**src/rtl/bcd_pkg.sv**
```systemverilog
`timescale 1ns / 1ps
// ----------------------------------------------------------------------------
// bcd_pkg
// Shared types and constants of the button click detector.
// ----------------------------------------------------------------------------
package bcd_pkg;

	localparam int NUM_BUTTONS = 2;
	localparam int BTN_W       = (NUM_BUTTONS > 1) ? $clog2(NUM_BUTTONS) : 1;
	localparam int TICK_W      = 16;
	localparam int DEB_W       = 8;
	localparam int REP_W       = 8;
	localparam int CFG_W       = 16;
	localparam int CFG_IDX_W   = 2;
	localparam int DIV_CNT_W   = $clog2(TICK_W);

	localparam logic [REP_W-1:0] REP_MAX = {REP_W{1'b1}};

	typedef enum logic [2:0] {
		PS_IDLE    = 3'd0,
		PS_PRESS   = 3'd1,
		PS_RELEASE = 3'd2,
		PS_REPEAT  = 3'd3,
		PS_LONG    = 3'd4
	} press_t;

	typedef enum logic [2:0] {
		EV_NONE       = 3'd0,
		EV_DOWN       = 3'd1,
		EV_UP         = 3'd2,
		EV_SINGLE     = 3'd3,
		EV_DOUBLE     = 3'd4,
		EV_LONG_START = 3'd5,
		EV_LONG_HOLD  = 3'd6
	} event_t;

	typedef enum logic [1:0] {
		SEQ_IDLE = 2'd0,
		SEQ_LOAD = 2'd1,
		SEQ_DIV  = 2'd2,
		SEQ_DONE = 2'd3
	} seq_t;

	typedef enum logic [CFG_IDX_W-1:0] {
		REG_DEBOUNCE = 2'd0,
		REG_LONG     = 2'd1,
		REG_SHORT    = 2'd2
	} reg_idx_t;

	typedef struct packed {
		logic [DEB_W-1:0]  debounce_ticks;
		logic [TICK_W-1:0] long_press_ticks;
		logic [TICK_W-1:0] short_press_ticks;
	} cfg_t;

	typedef struct packed {
		logic [BTN_W-1:0] button_out;
		event_t           event_res;
		logic             pressed;
	} res_t;

endpackage

```
**src/rtl/bcd_rem.sv**
```systemverilog
`timescale 1ns / 1ps
// ----------------------------------------------------------------------------
// bcd_rem
// Shift-subtract remainder unit, one quotient bit per cycle.
// ----------------------------------------------------------------------------
module bcd_rem (
	input  logic                       clk,
	input  logic                       arst_n,
	input  logic                       start,
	input  logic [bcd_pkg::TICK_W-1:0] dividend,
	input  logic [bcd_pkg::TICK_W-1:0] divisor,
	output logic                       done,
	output logic [bcd_pkg::TICK_W-1:0] remainder
);
	import bcd_pkg::*;

	logic                 busy_q;
	logic                 done_q;
	logic [DIV_CNT_W-1:0] cnt_q;
	logic [TICK_W-1:0]    dvd_q;
	logic [TICK_W-1:0]    dsr_q;
	logic [TICK_W-1:0]    rem_q;
	logic [TICK_W:0]      trial;
	logic [TICK_W:0]      diff;
	logic                 fits;

	assign trial = {rem_q, dvd_q[TICK_W-1]};
	assign diff  = trial - {1'b0, dsr_q};
	assign fits  = (trial >= {1'b0, dsr_q});

	always_ff @(posedge clk or negedge arst_n) begin
		if (!arst_n) begin
			busy_q <= 1'b0;
			done_q <= 1'b0;
			cnt_q  <= '0;
		end else begin
			done_q <= 1'b0;
			if (start) begin
				busy_q <= 1'b1;
				cnt_q  <= '0;
			end else if (busy_q) begin
				cnt_q <= cnt_q + 1'b1;
				if (cnt_q == DIV_CNT_W'(TICK_W - 1)) begin
					busy_q <= 1'b0;
					done_q <= 1'b1;
				end
			end
		end
	end

	always_ff @(posedge clk) begin
		if (start) begin
			dvd_q <= dividend;
			dsr_q <= divisor;
			rem_q <= '0;
		end else if (busy_q) begin
			dvd_q <= {dvd_q[TICK_W-2:0], 1'b0};
			rem_q <= fits ? diff[TICK_W-1:0] : trial[TICK_W-1:0];
		end
	end

	assign done      = done_q;
	assign remainder = rem_q;

endmodule

```
**src/rtl/bcd_core.sv**
```systemverilog
`timescale 1ns / 1ps
// ----------------------------------------------------------------------------
// bcd_core
// Sequencer, per-button state and debounce / press event decision.
// ----------------------------------------------------------------------------
module bcd_core (
	input  logic                      clk,
	input  logic                      arst_n,
	input  logic                      in_valid,
	output logic                      in_ready,
	input  logic [bcd_pkg::BTN_W-1:0] in_button,
	input  logic                      in_level,
	input  bcd_pkg::cfg_t             cfg,
	input  logic                      out_free,
	output logic                      res_valid,
	output bcd_pkg::res_t             res
);
	import bcd_pkg::*;

	seq_t seq_q, seq_n;

	logic              rem_start;
	logic              rem_done;
	logic [TICK_W-1:0] rem_val;
	logic              commit;

	logic [BTN_W-1:0] btn_q;
	logic             lvl_q;

	press_t            press_q  [NUM_BUTTONS];
	logic [TICK_W-1:0] tick_q   [NUM_BUTTONS];
	logic [DEB_W-1:0]  deb_q    [NUM_BUTTONS];
	logic              stable_q [NUM_BUTTONS];
	logic [REP_W-1:0]  rep_q    [NUM_BUTTONS];

	press_t            ps, ps_n;
	logic [TICK_W-1:0] tk, tick_n;
	logic [REP_W-1:0]  rep, rep_n;
	logic [DEB_W:0]    deb_inc;
	logic [DEB_W-1:0]  deb_n;
	logic              stable_n;
	logic              active;
	event_t            ev;

	// sequencer
	always_comb begin
		seq_n = seq_q;
		case (seq_q)
			SEQ_IDLE: if (in_valid) seq_n = SEQ_LOAD;
			SEQ_LOAD: seq_n = SEQ_DIV;
			SEQ_DIV:  if (rem_done) seq_n = SEQ_DONE;
			SEQ_DONE: if (out_free) seq_n = SEQ_IDLE;
			default:  seq_n = SEQ_IDLE;
		endcase
	end

	always_comb begin
		in_ready  = 1'b0;
		rem_start = 1'b0;
		commit    = 1'b0;
		case (seq_q)
			SEQ_IDLE: in_ready  = 1'b1;
			SEQ_LOAD: rem_start = 1'b1;
			SEQ_DONE: commit    = out_free;
			default:  ;
		endcase
	end

	always_ff @(posedge clk or negedge arst_n) begin
		if (!arst_n) seq_q <= SEQ_IDLE;
		else         seq_q <= seq_n;
	end

	always_ff @(posedge clk) begin
		if (in_valid && in_ready) begin
			btn_q <= in_button;
			lvl_q <= in_level;
		end
	end

	// state of the selected button, tick already advanced unless the button is idle
	assign ps  = press_q[btn_q];
	assign rep = rep_q[btn_q];
	assign tk  = (ps != PS_IDLE) ? tick_q[btn_q] + 1'b1 : tick_q[btn_q];

	bcd_rem u_rem (
		.clk       (clk),
		.arst_n    (arst_n),
		.start     (rem_start),
		.dividend  (tk),
		.divisor   (cfg.short_press_ticks),
		.done      (rem_done),
		.remainder (rem_val)
	);

	// debounce
	always_comb begin
		deb_inc  = {1'b0, deb_q[btn_q]} + 1'b1;
		stable_n = stable_q[btn_q];
		deb_n    = '0;
		if (lvl_q != stable_q[btn_q]) begin
			if (deb_inc >= {1'b0, cfg.debounce_ticks}) stable_n = lvl_q;
			else                                       deb_n    = deb_inc[DEB_W-1:0];
		end
	end

	assign active = !stable_n;

	// press machine
	always_comb begin
		ps_n   = ps;
		tick_n = tk;
		rep_n  = rep;
		ev     = EV_NONE;
		case (ps)
			PS_IDLE: begin
				if (active) begin
					ev     = EV_DOWN;
					tick_n = '0;
					rep_n  = REP_W'(1);
					ps_n   = PS_PRESS;
				end
			end
			PS_PRESS, PS_REPEAT: begin
				if (!active) begin
					ev     = EV_UP;
					tick_n = '0;
					ps_n   = PS_RELEASE;
				end else if (tk > cfg.long_press_ticks) begin
					ev   = EV_LONG_START;
					ps_n = PS_LONG;
				end
			end
			PS_RELEASE: begin
				if (active) begin
					ev     = EV_DOWN;
					tick_n = '0;
					ps_n   = PS_REPEAT;
					if (rep != REP_MAX) rep_n = rep + 1'b1;
				end else if (tk > cfg.short_press_ticks) begin
					if (rep == REP_W'(1))      ev = EV_SINGLE;
					else if (rep == REP_W'(2)) ev = EV_DOUBLE;
					ps_n = PS_IDLE;
				end
			end
			PS_LONG: begin
				if (!active) begin
					ev   = EV_UP;
					ps_n = PS_IDLE;
				end else if (cfg.short_press_ticks != '0 && rem_val == '0) begin
					ev = EV_LONG_HOLD;
				end
			end
			default: ps_n = PS_IDLE;
		endcase
	end

	always_ff @(posedge clk or negedge arst_n) begin
		if (!arst_n) begin
			for (int i = 0; i < NUM_BUTTONS; i++) begin
				press_q[i]  <= PS_IDLE;
				tick_q[i]   <= '0;
				deb_q[i]    <= '0;
				stable_q[i] <= 1'b1;
				rep_q[i]    <= '0;
			end
		end else if (commit) begin
			press_q[btn_q]  <= ps_n;
			tick_q[btn_q]   <= tick_n;
			deb_q[btn_q]    <= deb_n;
			stable_q[btn_q] <= stable_n;
			rep_q[btn_q]    <= rep_n;
		end
	end

	assign res_valid      = commit;
	assign res.button_out = btn_q;
	assign res.event_res  = ev;
	assign res.pressed    = active;

`ifndef SYNTHESIS
	a_accept_loads: assert property (@(posedge clk) disable iff (!arst_n)
		(in_valid && in_ready) |=> (seq_q == SEQ_LOAD))
		else $error("request accepted but sequencer did not load");

	a_rem_in_div: assert property (@(posedge clk) disable iff (!arst_n)
		rem_done |-> (seq_q == SEQ_DIV))
		else $error("remainder finished outside divide phase");

	a_hold_from_long: assert property (@(posedge clk) disable iff (!arst_n)
		(res_valid && res.event_res == EV_LONG_HOLD) |-> (ps == PS_LONG))
		else $error("long hold event outside long press");

	a_rep_nonzero: assert property (@(posedge clk) disable iff (!arst_n)
		(ps != PS_IDLE) |-> (rep != '0))
		else $error("active press with zero repeat count");

	a_pressed_kept: assert property (@(posedge clk) disable iff (!arst_n)
		res_valid |=> (stable_q[$past(btn_q)] == !$past(res.pressed)))
		else $error("stored level disagrees with reported pressed flag");
`endif

endmodule

```
**src/rtl/button_click_detector.sv**
```systemverilog
`timescale 1ns / 1ps
// ----------------------------------------------------------------------------
// button_click_detector
// Debounce and click / double click / long press detection for buttons.
// ----------------------------------------------------------------------------
//  channel   | dir | contents
//  s_axis    | in  | tuser[0] button, tdata[0] raw_level (0 = pressed)
//  m_axis    | out | tuser[0] button_out, tdata[2:0] event_res, tdata[3] pressed
//  cfg       | in  | cfg_we, cfg_addr (register index), cfg_wdata
//
//  One request passes through accept, load, 16 steps of the shift-subtract
//  remainder unit (hold period check), done handoff and commit.
//  s_axis_tready is low while a request is in work or its result cannot be
//  stored; one finished result waits in the output register.
//  arst_n clears button state, registers to 3 / 100 / 30, and the output.
// ----------------------------------------------------------------------------
module button_click_detector (
	input  logic                          clk,
	input  logic                          arst_n,
	input  logic                          s_axis_tvalid,
	output logic                          s_axis_tready,
	input  logic [7:0]                    s_axis_tdata,  // [0] raw_level
	input  logic [bcd_pkg::BTN_W-1:0]     s_axis_tuser,  // [0] button
	output logic                          m_axis_tvalid,
	input  logic                          m_axis_tready,
	output logic [7:0]                    m_axis_tdata,  // [2:0] event_res, [3] pressed
	output logic [bcd_pkg::BTN_W-1:0]     m_axis_tuser,  // [0] button_out
	input  logic                          cfg_we,
	input  logic [bcd_pkg::CFG_IDX_W-1:0] cfg_addr,
	input  logic [bcd_pkg::CFG_W-1:0]     cfg_wdata
);
	import bcd_pkg::*;

	cfg_t cfg_q;
	logic out_free;
	logic res_valid;
	res_t res;
	logic out_valid_q;
	res_t out_q;

	always_ff @(posedge clk or negedge arst_n) begin
		if (!arst_n) begin
			cfg_q.debounce_ticks    <= DEB_W'(3);
			cfg_q.long_press_ticks  <= TICK_W'(100);
			cfg_q.short_press_ticks <= TICK_W'(30);
		end else if (cfg_we) begin
			case (cfg_addr)
				REG_DEBOUNCE: cfg_q.debounce_ticks    <= cfg_wdata[DEB_W-1:0];
				REG_LONG:     cfg_q.long_press_ticks  <= cfg_wdata[TICK_W-1:0];
				REG_SHORT:    cfg_q.short_press_ticks <= cfg_wdata[TICK_W-1:0];
				default:      ;
			endcase
		end
	end

	assign out_free = !out_valid_q || m_axis_tready;

	bcd_core u_core (
		.clk       (clk),
		.arst_n    (arst_n),
		.in_valid  (s_axis_tvalid),
		.in_ready  (s_axis_tready),
		.in_button (s_axis_tuser),
		.in_level  (s_axis_tdata[0]),
		.cfg       (cfg_q),
		.out_free  (out_free),
		.res_valid (res_valid),
		.res       (res)
	);

	always_ff @(posedge clk or negedge arst_n) begin
		if (!arst_n)       out_valid_q <= 1'b0;
		else if (out_free) out_valid_q <= res_valid;
	end

	always_ff @(posedge clk) begin
		if (res_valid && out_free) out_q <= res;
	end

	assign m_axis_tvalid = out_valid_q;
	assign m_axis_tuser  = out_q.button_out;
	assign m_axis_tdata  = {4'b0000, out_q.pressed, out_q.event_res};

endmodule
```
**config.mk**
```make
export PLATFORM = sky130hd
export DESIGN_NAME = button_click_detector
export DESIGN_NICKNAME = d
export VERILOG_FILES = /design/src/rtl/bcd_pkg.sv /design/src/rtl/bcd_rem.sv /design/src/rtl/bcd_core.sv /design/src/rtl/button_click_detector.sv
export SDC_FILE = /design/constraint.sdc
export NUM_CORES = 1
export LEC_CHECK = 0
export BUFFER_PORTS_ARGS = -buffer_cell sky130_fd_sc_hd__buf_2
export CAP_MARGIN = 15
export CORE_MARGIN = 2
export CORE_UTILIZATION = 63
export CTS_CLUSTER_SIZE = 30
export DETAILED_ROUTE_END_ITERATION = 6
export PLACE_DENSITY_LB_ADDON = 0.2
export SETUP_SLACK_MARGIN = 0.3
export SYNTH_ARGS = -nofsm -noshare
export SYNTH_HDL_FRONTEND = slang
export SYNTH_SLANG_ARGS = --single-unit
```
**constraint.sdc**
```tcl
create_clock -name clk -period 4.65 [get_ports clk]
set_input_delay 0.6975 -clock clk [delete_from_list [all_inputs] [get_ports clk]]
set_output_delay 0.6975 -clock clk [all_outputs]
set_load 0.02 [all_outputs]
```
==> results of run 1 <==
==> power groups by stage <==
| stage | registers (mW) | clock network [mW] | logic [mW] |
|---|---|---|---|
| after floorplan | 2.20 | 0 | 1.96 |
| after global placement | 2.26 | 0 | 2.38 |
| after detailed placement | 2.28 | 0 | 2.46 |
| after CTS | 2.25 | 1.37 | 2.49 |
| after global routing | 2.30 | 1.43 | 2.79 |
| final | 2.26 | 1.35 | 2.51 |
==> through the flow <==
step | util, % | hold WS (ps) | area, um2 | power [mW] | instances
after floorplan | - | 402 | 10400 | 4.16 | 1043
after global placement | 67.2 | 457 | 10800 | 4.64 | 1266
after detailed placement | 67.2 | 469 | 10800 | 4.74 | 1266
after CTS | 70.7 | 367 | 11300 | 6.11 | 1298
after global routing | 71.0 | 409 | 11400 | 6.53 | 1300
final | 71.0 | 338 | 11400 | 6.12 | 1300
==> path summary, 6_finish.rpt <==
path                                         start                  to  slack (ps)
worst min register to register  u_core.stable_q[1]  u_core.stable_q[1]         480
worst max register to register        u_core.btn_q     m_axis_tdata[2]         500
worst min-delay path                        arst_n           cfg_q[10]         340
min in group clk                      s_axis_tuser        u_core.btn_q         450
max in group asynchronous                   arst_n  u_core.stable_q[0]        3500
worst max-delay path                  u_core.btn_q     m_axis_tdata[2]         500
==> synthesized netlist by cell type (8+ instances only) <==
cell type | n | area share, %
ha_1 | 66 | 7.9
o31ai_1 | 9 | 0.65
o21ai_0 | 56 | 2.7
a21oi_1 | 39 | 1.9
nand4_1 | 23 | 1.4
dfxtp_1 | 16 | 3.1
o21ai_1 | 12 | 0.58
nand3_1 | 25 | 1.2
or3_1 | 10 | 0.60
a211oi_1 | 15 | 1.1
dfstp_2 | 11 | 2.8
xor2_1 | 16 | 1.3
mux2_2 | 64 | 6.9
inv_1 | 89 | 3.2
clkbuf_1 | 18 | 0.65
nor4_1 | 20 | 1.2
nor2b_1 | 11 | 0.66
and3_1 | 8 | 0.48
nand2_1 | 110 | 4.0
edfxtp_1 | 39 | 11
mux2i_1 | 34 | 3.3
nor3_1 | 17 | 0.82
nor2_1 | 57 | 2.1
dfrtp_1 | 110 | 26
xnor2_1 | 22 | 1.9
==> routing by layer <==
layer / vias to the layer above / global-route usage, %
met5: - / 0
met4: 0 / 6.93
met3: 23 / 4.37
met2: 202 / 43.8
met1: 3840 / 38.3
li1: 3809 / -
==> final cells by class <==
type / instances / share of cell area (%)
clock buffers: 19 / 3.90
inverters: 92 / 3.04
repair buffers: 49 / 2.80
well taps: 216 / 2.38
multi-input cells: 735 / 47.0
clock inverters: 13 / 0.958
flip-flops and latches: 176 / 39.9
==> state kept, by name (all words and copies together), names as in the netlist <==
name,count
u_core.seq_q,2
m_axis_tdata,4
u_core.u_rem.dsr_q,16
u_core.rep_q,16
m_axis_tvalid,1
u_core.u_rem.dvd_q,16
u_core.tick_q,32
m_axis_tuser,1
u_core.u_rem.remainder,16
u_core.deb_q,16
u_core.u_rem.cnt_q,4
cfg_q,40
u_core.u_rem.busy_q,1
u_core.stable_q,2
u_core.press_q,6
u_core.u_rem.done,1
u_core.btn_q,1
u_core.lvl_q,1
==> kinds of logic after synthesis <==
| kind of cell | share of synthesized area [%] |
|---|---|
| simple gates | 15.8 |
| mux | 10.7 |
| buf+inv | 5.57 |
| other cells | 0.0361 |
| fa+ha+maj | 8.13 |
| compound gates | 12.9 |
| xor+xnor | 3.20 |
| flops | 43.6 |
==> repair_timing <==
| item | in CTS | in global routing |
|---|---|---|
| setup buffers | 0 | 2 |
| endpoints found under the setup margin | 1 | 5 |
| resized for setup | 1 | 9 |
| pin swaps | 0 | 5 |
==> results.md, run 1 <==
Pwr:
- Of the total power, registers draw 37.0%.
- The internal power is 3.75 mW.
- Combinational logic is responsible for 41.0% of the overall power.
- For this design the static power due to leakage is 5.15 nW.
- The clock share of power is 22.1%.
- The fraction of power spent switching nets is 38.7%.
- The worst supply voltage drop on vdd is 0.328 mV.
- Power spread over the standard cell area amounts to 539 nW/um2.
- The net switching power is 2.37 mW.

Routing:
- For this run, design rule violations remaining after detail routing come to 0.
- For this run, the detailed router's first-pass iteration total came to 5.
- For this block, wires on met1 add up to 11,000 um.
- The uppermost metal layer occupied by signal nets is met4.
- The routed length per instance is 17.8 um.
- In the routed layout, each cell is associated on average with a via count of 6.06.
- The vias after detailed routing is 7,874.
- The final layout contains routed wiring with a total length of 23,100 um.
- The count of routing violations after the opening detailed-route iteration is 691.
- Wire segments on met2 add up to 10,900 um in the final route.
- Wire segments on met3 add up to 985 um in the final route.
- The detail route stage leaves a number of antenna-violating nets equal to 0.

STA:
- The final hold violation count is 0.
- The final max-slew violation count is 0.
- The worst pin sits at a relative slew slack of 33.1%.
- Setup violations remaining at the end of the flow were counted as 0.
- The final setup slack of the worst path is 505 ps.
- Setup repair after global routing left no endpoint under its margin.
- In the finished design, the share of the clock period the worst path needs comes to 89.1%.
- Subtracting the final worst setup slack from the clock period gives 4150 ps.
- The worst-margin pin slew is 1000 ps.
- The setup skew after layout is 10.6 ps.
- Based on the critical path, the design can be clocked at up to 241 MHz.
- The final total negative setup slack is 0 ps.

Final layout:
- Compared with the post-synthesis result, the final layout area differs by 9.29%.
- The area used by multi-input combinational logic is 5350 um2.
- The final-layout fill cell count is 1,248.
- The post-route netlist has 17.9% of its cells at a drive strength greater than 1.
- In the layout the commonest cells are dfrtp_1 (110), nand2_1 (109), inv_1 (89), ha_1 (65), mux2_2 (64).
- The number of antenna diodes in the final layout is 0.
- In the final design database the tool counted 1,170 nets.
- The storage element area is 4530 um2.
- The most common cell after layout, fill and taps aside is dfrtp_1.

Worst setup path:
- The largest stage delay on the critical path is 430 ps.
- The slowest stage cell on the critical path is edfxtp_1.
- The type of element launching the critical path is a flop.
- The signal on the critical path passes through buf_12, buf_4, mux2i_4, o21ai_4, nor4b_4, nand2_1, xor2_1, mux2i_1, ha_1, nand2_1, o21ai_0, a221oi_1, nor2_1, o21ai_2, nor2_1, or3_1.
- The depth of the worst register-to-register path is 16.
- The startpoint-to-endpoint class of the critical path is reg -> reg.
- In this run the number of cells on the critical path is 16.
- The endpoint type of the worst setup path is a flop.
- The largest fanout on the critical path is 29.
- The critical path contains buffers and inverters numbering 2 combined.
- The data required time at the worst endpoint is 4830 ps.
- At the worst endpoint, the arrival time is 4320 ps.
- Among cell families on the critical path, the largest total delay comes from simple AND/OR/NAND/NOR gates.

Clock tree:
- After clock tree synthesis, the flow added hold-fix buffers numbering 0.
- The largest buffer count on any clock path is 2.
- CTS saw 176 sinks.
- Counting the buffers created by CTS gives 17.
- The tree is rooted in a clkbuf_16.
- TritonCTS built the clock tree.
- The depth of the CTS H-tree is 4.
- The clock latency on the worst-skew pair is 440 ps.
- After clock tree synthesis, the clock-pin slew on the worst setup and hold paths is 70 ps.

Synthesis:
- The netlist uses 84 different library cells.
- The dominant register cell in the synthesized netlist is dfrtp_1.
- The average footprint of a synthesized cell is 10.0 um2.
- The sequential-to-total area share from yosys stat is 43.6%.
- The number of warnings issued by yosys is 0.
- For this run, asynchronously set or reset flops after synthesis account for 68.8%.
- Counting flops and latches in the post-synthesis netlist gives 176.
- The number of standard cells after synthesis is 1,040.
- The summed instance area of the synthesized netlist is 10,400 um2.
- The synthesized design contains 39 enable-type register cells.

Global route:
- In the global route stage, overall resource usage came out at 27.0%.
- The number of antenna violations at the first check in global routing is 0.
- The aggregate global routing overflow is 0.
- Entering global routing, the biggest net connects 66 pins.
- The first global-routing pass estimated 37,800 um of wire.
- The number of global-route vias before repair is 7,516.

Floorplan:
- The initial utilization of the core area, before any placement, comes to 65.0%.
- The floorplan step set the die width to 132 um.
- 43 I/O pins were placed.
- The core region is 16,000 um2.
- The floorplan has 46 rows.
- The die span in y is 132 um.
- The die covers 17,500 um2.

Job:
- The number of maximum-capacitance constraint violations is 0.

Placed design:
- At the end of routability-driven placement, the weighted congestion stood at 0.881.
- The number of I/O port buffers is 31.
- OpenSTA, run right after detailed placement, puts the worst setup slack at 332 ps.
- The half-perimeter wire length of the detailed placement result is 16,300 um.

Min path:
- The path type of the worst min-delay path is in -> async.

Run status:
- The run finished with clean final reports.
Note: power is estimated with default switching activity, not from simulation.
==> inputs of run 2 (changes only) <==
--- a/config.mk
+++ b/config.mk
@@ -15,4 +15,5 @@
 export SETUP_SLACK_MARGIN = 0.3
 export SYNTH_ARGS = -nofsm -noshare
 export SYNTH_HDL_FRONTEND = slang
+export SYNTH_HIERARCHICAL = 1
 export SYNTH_SLANG_ARGS = --single-unit
==> run 2 against run 1 <==
First-iteration DRC count fell by 4.8%. Highest routed layer unchanged. Wire length up 4.6%. Via count grew 5.9%. Clock skew fell by 1.8 ps. Largest cell class unchanged. Setup slack got worse by 8.7 ps. Fmax shrank 0.21%. Global-route usage rose by 0.61 points. Synthesized area is 3.5% higher. Register-to-register slack is essentially flat. Non-clock buffer count is 5 higher. Synthesized cell count grew 3.8%. Sequential share of layout area decreased by 1.6 points.
==> results.md, run 2 <==
Synthesis:
- For this run, the leading register cell type out of synthesis is dfrtp_1.
- Ranked by total cell area, the synthesized netlist is headed by dfrtp_1 (26%), edfxtp_1 (11%), ha_1 (7.7%), mux2_2 (6.4%), nand2_1 (3.7%).
- The number of warnings issued by yosys is 6.
- Synthesis inferred 176 register bits.
- The average footprint of a synthesized cell is 9.97 um2.
- Synthesis produced a netlist whose cell count is 1,079.
- The share of flip-flops with an asynchronous set or reset after synthesis is 68.8%.
- The portion of synthesized cell area occupied by the leading cell type is 25.6%.
- Among all cell types in the netlist, the one instantiated most often is dfrtp_1.
- Of all cell types, the one taking the most synthesized area is dfrtp_1.
- The cell area that synthesis handed to floorplanning was 10,800 um2.
- The sequential-to-total area share from yosys stat is 42.1%.
- The number of distinct library cells after synthesis is 88.
- Sorting the synthesized cells by how often they occur yields dfrtp_1 (110), nand2_1 (105), inv_1 (90).
- The count of flip-flops with a built-in enable after synthesis is 39.

Pwr:
- The share of total power dissipated in combinational logic is 43.7%.
- The completed layout was analyzed and its total power is 6.71 mW.
- The power density over the cells is 567 nW/um2.
- The net switching power is 2.70 mW.
- The fraction of power spent switching nets is 40.2%.
- The clock network accounts for 21.8% of the total power.
- The internal power is 4.01 mW.
- Per report_power, the sequential group accounts for 34.5% of the total.
- The leakage power is 5.39 nW.
- Across the VDD grid, the largest voltage drop is 0.317 mV.

Global route:
- The pin count of the biggest net entering global routing is 61.
- The first global-routing pass estimated 39,800 um of wire.
- The number of global-route vias before repair was 7,932.
- The number of antenna violations at the first check in global routing is 0.
- Across every metal layer, demand over resource in global routing totals 27.7%.
- Summed over all layers, the global routing overflow is 0.

STA:
- The total setup violations reported at the end of the flow is 0.
- Setup repair after global routing could not meet its margin everywhere.
- Setup total negative slack on the finished layout was measured at 0 ps.
- The final critical path takes up 89.3% of the cycle.
- Measured against its own limit, the worst slew margin works out to 31.7%.
- The final max-slew violation count is 0.
- For the final database, setup skew stands at 8.80 ps.
- The final hold violation count came to 0.
- The hold slack is 331 ps.
- The final setup slack of the worst path is 496 ps.
- For this run, the top clock speed supported by timing is 241 MHz.
- The worst-margin pin slew is 1030 ps.
- The worst path needs 4150 ps of the cycle, external delays included.

Floorplan:
- The effective utilization at floorplan is 64.6%.
- Pin placement for this block handled 43 I/O pins.
- Row generation in the floorplan step produced 47 rows.
- The core footprint is 16,600 um2.
- The area enclosed by the die boundary is 18,100 um2.
- In this run the horizontal extent of the chip is 135 um.
- The die is 135 um tall.

Final layout:
- The number of inserted diodes is 0.
- The count of nets after finishing is 1,202.
- The library cell used most frequently in the layout, excluding fill and tap cells, is dfrtp_1.
- Summing all non-filler instances in the final layout gives an area of 11,800 um2.
- The final core utilization is 71.1%.
- In the layout the commonest cells are dfrtp_1 (110), nand2_1 (103), inv_1 (90), ha_1 (65), mux2_2 (61).
- The largest registers in the layout are cfg_q (40), u_core/tick_q (32).
- Counting the fill cells in the layout gives 1,194.
- The number of cells in the finished layout apart from fillers is 1,336.
- The register with the most flip-flops in the layout has 40 of them.
- The area used by multi-input combinational logic is 5730 um2.
- cfg_q holds more flip-flops than any other register.
- The fraction of final layout cells with drive strength greater than 1 is 17.4%.
- The sequential cells in the finished layout cover a total of 4530 um2.
- The area added between synthesis and finish is 9.94%.

Worst setup path:
- On the critical path, the stage with the largest delay is an instance of or4_4.
- Traced cell by cell, the critical path runs through buf_12, mux2i_2, nor4_4, and2b_2, and2b_4, nand3_2, xor2_2, mux2i_4, ha_1, nand4_1, or4_4, a21o_1, a31o_2, nor2_4, inv_1, a31oi_1.
- STA classifies the critical path startpoint as a flop.
- The largest stage delay on the critical path is 580 ps.
- The number of buffers and inverters on the critical path is 2.
- The number of gates on the worst path with buffers counted is 16.
- The endpoint identified for the worst register-to-register timing path is m_axis_tdata[2].
- The beginning of the worst register-to-register path is u_core/btn_q.
- The depth of the worst register-to-register path is 16.
- The largest fanout on the critical path is 35.
- The data required time at the worst endpoint is 4930 ps.
- The cell family contributing the most delay on the critical path is simple AND/OR/NAND/NOR gates.
- Data arrives at the worst endpoint at 4430 ps.
- The minimum setup slack among reg-to-reg paths is 500 ps.
- STA classifies the critical path endpoint as a flop.
- The startpoint-to-endpoint class of the critical path is reg -> reg.

Placed design:
- The placed instances occupy a cell area of 11,100 um2.
- The HPWL after detailed placement is 17,100 um.
- The last weighted congestion value of the routability-driven placer is 0.886.
- During placement, the flow inserted port buffers numbering 31.
- The cell count after placement is 1,298.
- The pre-CTS setup slack is 122 ps.

Clock tree:
- The number of clock sinks is 176.
- At the later pin of the worst-skew pair, clock insertion delay measures 430 ps.
- The CTS buffer count is 17.
- The largest buffer count on any clock path is 2.
- The library cell used as clock root buffer is clkbuf_16.
- The post-CTS clock slew at the launch and capture registers of the worst setup and hold paths is 70 ps.
- TritonCTS built the clock tree.
- The H-tree was split into 4 levels.

Routing:
- The post-detailed-route count of antenna-violating nets is 0.
- For this run, design rule violations remaining after detail routing come to 0.
- For this block, the via count after detailed routing is 8,340.
- In the routed layout, each cell is associated on average with a via count of 6.24.
- The first detailed-routing pass took 5 iterations.
- The detailed router finished its first iteration with 658 violations.
- Dividing the detail-routed wire length by the instance count gives 18.1 um.
- After detailed routing, the total wire length is 24,200 um.

Min path:
- The min-delay analysis places its worst path in the category in -> async.

Run status:
- The run finished with clean final reports.

Job:
- The number of maximum-capacitance constraint violations is 0.
## run 2: cell type report
type	instances	area share [%]
clock inverter	14	1.44
multi-input combinational	762	48.5
sequential	176	38.3
timing repair buffer	54	2.90
tap	220	2.33
clock buffer	18	3.63
inverter	92	2.92
## run 2: worst max-delay path by stage
stage                       startpoint  slack [ps]              end
after floorplan           u_core/btn_q         310  m_axis_tdata[2]
after global placement    u_core/btn_q         400  m_axis_tdata[1]
after detailed placement  u_core/btn_q         120  m_axis_tdata[1]
after CTS                 u_core/btn_q         310  m_axis_tdata[2]
after global routing      u_core/btn_q         270  m_axis_tdata[2]
final                     u_core/btn_q         500  m_axis_tdata[2]
## run 2: kinds of logic (layout without fill, tap and decap cells)
family | Yosys count | after routing | synth area share (%)
buf+inv | 144 | 178 | 5.92
xor+xnor | 37 | 37 | 3.01
fa+ha+maj | 67 | 67 | 7.86
flops | 176 | 176 | 42.1
other cells | 1 | 4 | 0.0349
mux | 90 | 90 | 9.12
simple gates | 329 | 329 | 16.2
compound gates | 235 | 235 | 15.8
## run 2: power by group through the flow
stage | combinational [mW] | clock, mW | sequential [mW]
6_report | 2.93 | 1.46 | 2.31
5_1_grt | 3.23 | 1.54 | 2.36
4_1_cts | 2.86 | 1.48 | 2.30
3_5_place_dp | 2.82 | 0 | 2.33
3_3_place_gp | 2.75 | 0 | 2.31
2_1_floorplan | 2.24 | 0 | 2.23
## run 2: worst reg2reg max path, cell delays in order, from the launching register on
cell and delay [ps]:
edfxtp_1 430, buf_12 200, mux2i_2 220, nor4_4 360, and2b_2 230, and2b_4 210, nand3_2 130, xor2_2 260
mux2i_4 120, ha_1 330, nand4_1 150, or4_4 580, a21o_1 170, a31o_2 300, nor2_4 120, inv_1 50
a31oi_1 150
## run 2: timing repair
action | in CTS | in global routing
setup buffers | 0 | 6
hold buffers | 0 | 0
pin swaps | 0 | 7
endpoints found under the setup margin | 4 | 19
gates resized for setup | 3 | 15
## run 2: routing by layer
metal | part of all wire, % | track usage, % | wire length, um | vias to the layer above
met4 | 1.7 | 8.48 | 407 | 0
met2 | 47 | 44.5 | 11400 | 243
li1 | - | - | - | 3963
met3 | 4.6 | 3.60 | 1110 | 34
met1 | 47 | 39.3 | 11300 | 4100
met5 | 0 | 0 | 0 | -
==> inputs of run 3 (changes only) <==
--- a/config.mk
+++ b/config.mk
@@ -5,14 +5,16 @@
 export SDC_FILE = /design/constraint.sdc
 export NUM_CORES = 1
 export LEC_CHECK = 0
+export ABC_AREA = 0
 export BUFFER_PORTS_ARGS = -buffer_cell sky130_fd_sc_hd__buf_2
 export CAP_MARGIN = 15
 export CORE_MARGIN = 2
 export CORE_UTILIZATION = 63
 export CTS_CLUSTER_SIZE = 30
 export DETAILED_ROUTE_END_ITERATION = 6
-export PLACE_DENSITY_LB_ADDON = 0.2
+export PLACE_DENSITY = 0.81
 export SETUP_SLACK_MARGIN = 0.3
+export SLEW_MARGIN = 20
 export SYNTH_ARGS = -nofsm -noshare
 export SYNTH_HDL_FRONTEND = slang
 export SYNTH_HIERARCHICAL = 1
==> run 3 against run 2 <==
Final cell count about the same. Total power about the same. Critical endpoint unchanged. Clock power about the same.
==> results.md, run 3 (synthesis gave the netlist of run 2 again) <==
Run status:
- The run finished with clean final reports.

Min path:
- The path type of the worst min-delay path is in -> async.

Pwr:
- The analysis attributes to cell leakage a power of 5.40 nW.
- The logic gate share of total power is 43.6%.
- Of the total power, the share spent switching nets is 39.9%.
- For this design the total switching power over the nets is 2.67 mW.
- The power density over the cells is 567 nW/um2.
- Internal power comes to 4.03 mW.
- The clock network burns 22.0% of the power.
- The part of the total power dissipated in sequential elements is 34.4%.
- VDD sags by at most 0.411 mV.

Final layout:
- More flip-flops sit in one register than any other, and that register is cfg_q.
- The final-layout fill cell count is 1,206.
- The largest registers in the layout are cfg_q (40), u_core/tick_q (32).
- The post-route netlist has 17.6% of its cells at a drive strength greater than 1.
- The area added between synthesis and finish is 9.80%.
- In the layout the commonest cells are dfrtp_1 (110), nand2_1 (103), inv_1 (90), ha_1 (64), mux2_2 (61).
- The library cell used most frequently in the layout, excluding fill and tap cells, is dfrtp_1.
- The finished layout holds 1,337 standard cells, fillers aside.
- The number of flip-flops in the largest register is 40.
- The repair_antennas step left the layout with diodes totalling 0.
- The count of nets after finishing is 1,203.

Floorplan:
- The core region is 16,600 um2.
- The effective utilization at floorplan is 64.6%.
- The die span in y is 135 um.
- The area enclosed by the die boundary is 18,100 um2.
- The number of placement rows is 47.
- The die extent in x is 135 um.
- The top-level port count is 43.

Global route:
- The number of global-route vias before repair is 7,856.
- The number of antenna violations at the first check in global routing is 0.
- The first global-routing pass estimated 39,900 um of wire.
- The pin count of the biggest net entering global routing is 75.
- Summed over all layers, the global routing overflow is 0.
- The global routing usage summed across all routing layers is 27.6%.

STA:
- Setup violations remaining at the end of the flow were counted as 0.
- The final max-slew violation count is 0.
- At the pin with the least slew margin, the transition time is 1050 ps.
- The hold slack is 413 ps.
- The maximum operating frequency is 237 MHz.
- The final total negative setup slack is 0 ps.
- Setup repair after global routing left no endpoint under its margin.
- The minimum clock period after layout is 4220 ps.
- The final hold violation count is 0.
- The setup skew after layout is 9.25 ps.
- The worst slew margin relative to its limit is 30.2%.
- The fraction of the cycle the final worst path needs is 90.7%.

Routing:
- Dividing the detail-routed via count by the number of cells gives 6.23.
- The vias after detailed routing is 8,331.
- For this run, the detailed router's first-pass iteration total came to 6.
- The total DRC errors in the routed layout is 0.
- The post-detailed-route count of antenna-violating nets is 0.
- Dividing the detail-routed wire length by the instance count gives 18.3 um.
- The count of routing violations after the opening detailed-route iteration is 648.
- After detailed routing, the total wire length is 24,500 um.

Placed design:
- The last weighted congestion value of the routability-driven placer is 0.908.
- The cell count after placement is 1,300.
- The number of I/O port buffers is 31.
- The half-perimeter wire length of the detailed placement result is 17,100 um.

Clock tree:
- After clock tree synthesis, the clock-pin slew on the worst setup and hold paths is 70 ps.
- The largest buffer count on any clock path is 2.
- At the later pin of the worst-skew pair, clock insertion delay measures 430 ps.
- Counting the buffers created by CTS gives 17.
- The count of hold-fix buffers inserted at cts is 0.
- The cell sitting at the root of the clock tree is a clkbuf_16.
- The H-tree was split into 4 levels.
- The number of clock sinks is 176.
- The TritonCTS clock tree is done.

Worst setup path:
- The largest fanout on the critical path is 12.
- STA classifies the critical path startpoint as a flop.
- Data arrives at the worst endpoint at 4480 ps.
- The startpoint-to-endpoint class of the critical path is reg -> reg.
- The data required time at the worst endpoint is 4910 ps.
- The endpoint type of the worst setup path is a flop.

Job:
- The number of maximum-capacitance constraint violations is 0.
## run 3: cell type report
| cell class | instances | area (um2) | share of cell area, % |
|---|---|---|---|
| Inverter | 92 | 345 | 2.92 |
| Sequential cell | 176 | 4530 | 38.4 |
| Multi-Input combinational cell | 762 | 5720 | 48.4 |
| Clock buffer | 19 | 453 | 3.83 |
| Timing Repair Buffer | 55 | 342 | 2.89 |
| Clock inverter | 13 | 148 | 1.25 |
| Tap cell | 220 | 275 | 2.33 |
## run 3: timing repair
action | in CTS | in global routing
setup endpoints to repair | 4 | 53
gates resized for setup | 2 | 17
pin swaps | 0 | 6
setup buffers | 0 | 5
gates cloned | 0 | 0
## run 3: metal layers
layer / track usage (%) / up-vias / share of wire, %
li1: - / 3968 / -
met1: 39.2 / 4026 / 45
met4: 8.30 / 0 / 1.6
met5: 0 / - / 0
met2: 44.1 / 303 / 48
met3: 4.09 / 34 / 5.8
## run 3: final timing paths
check | startpoint | end | slack (ps) | cells past startpoint
max in group asynchronous | arst_n | u_core/stable_q[0] | 3290 | 2
max | u_core/btn_q | m_axis_tdata[2] | 430 | 16
min in group clk | s_axis_tuser | u_core/btn_q | 450 | 1
min reg2reg | u_core/stable_q[0] | u_core/stable_q[0] | 470 | 2
min | arst_n | cfg_q[5] | 410 | 1
max reg2reg | u_core/btn_q | m_axis_tdata[2] | 430 | 16
## run 3: stage by stage
step	utilization (%)	area, um2	power, mW	setup slack, ps
3_5_place_dp	66.6	11100	5.13	248
5_1_grt	71.0	11800	7.13	287
2_1_floorplan	-	10800	4.47	311
6_report	71.0	11800	6.70	431
3_3_place_gp	66.6	11100	5.04	389
4_1_cts	70.3	11700	6.63	269
## run 3: power groups by stage
stage,Sequential [mW],Clock (mW),Combinational (mW)
floorplan,2.23,0,2.24
global placement,2.30,0,2.73
detailed placement,2.32,0,2.81
CTS,2.30,1.49,2.85
global route,2.35,1.55,3.23
finish,2.31,1.47,2.92
## run 3: critical path, cell delays in order, from the launching register on
cell and delay, ps:
edfxtp_1 360, buf_4 200, mux2i_1 210, nor4_4 370
and2b_2 270, and2b_4 200, nand2_1 80, xor2_1 250
mux2i_2 180, ha_1 370, nand4_1 160, or4_4 550
a21o_1 190, a31o_4 270, nor2_2 130, inv_1 50
a31oi_1 200
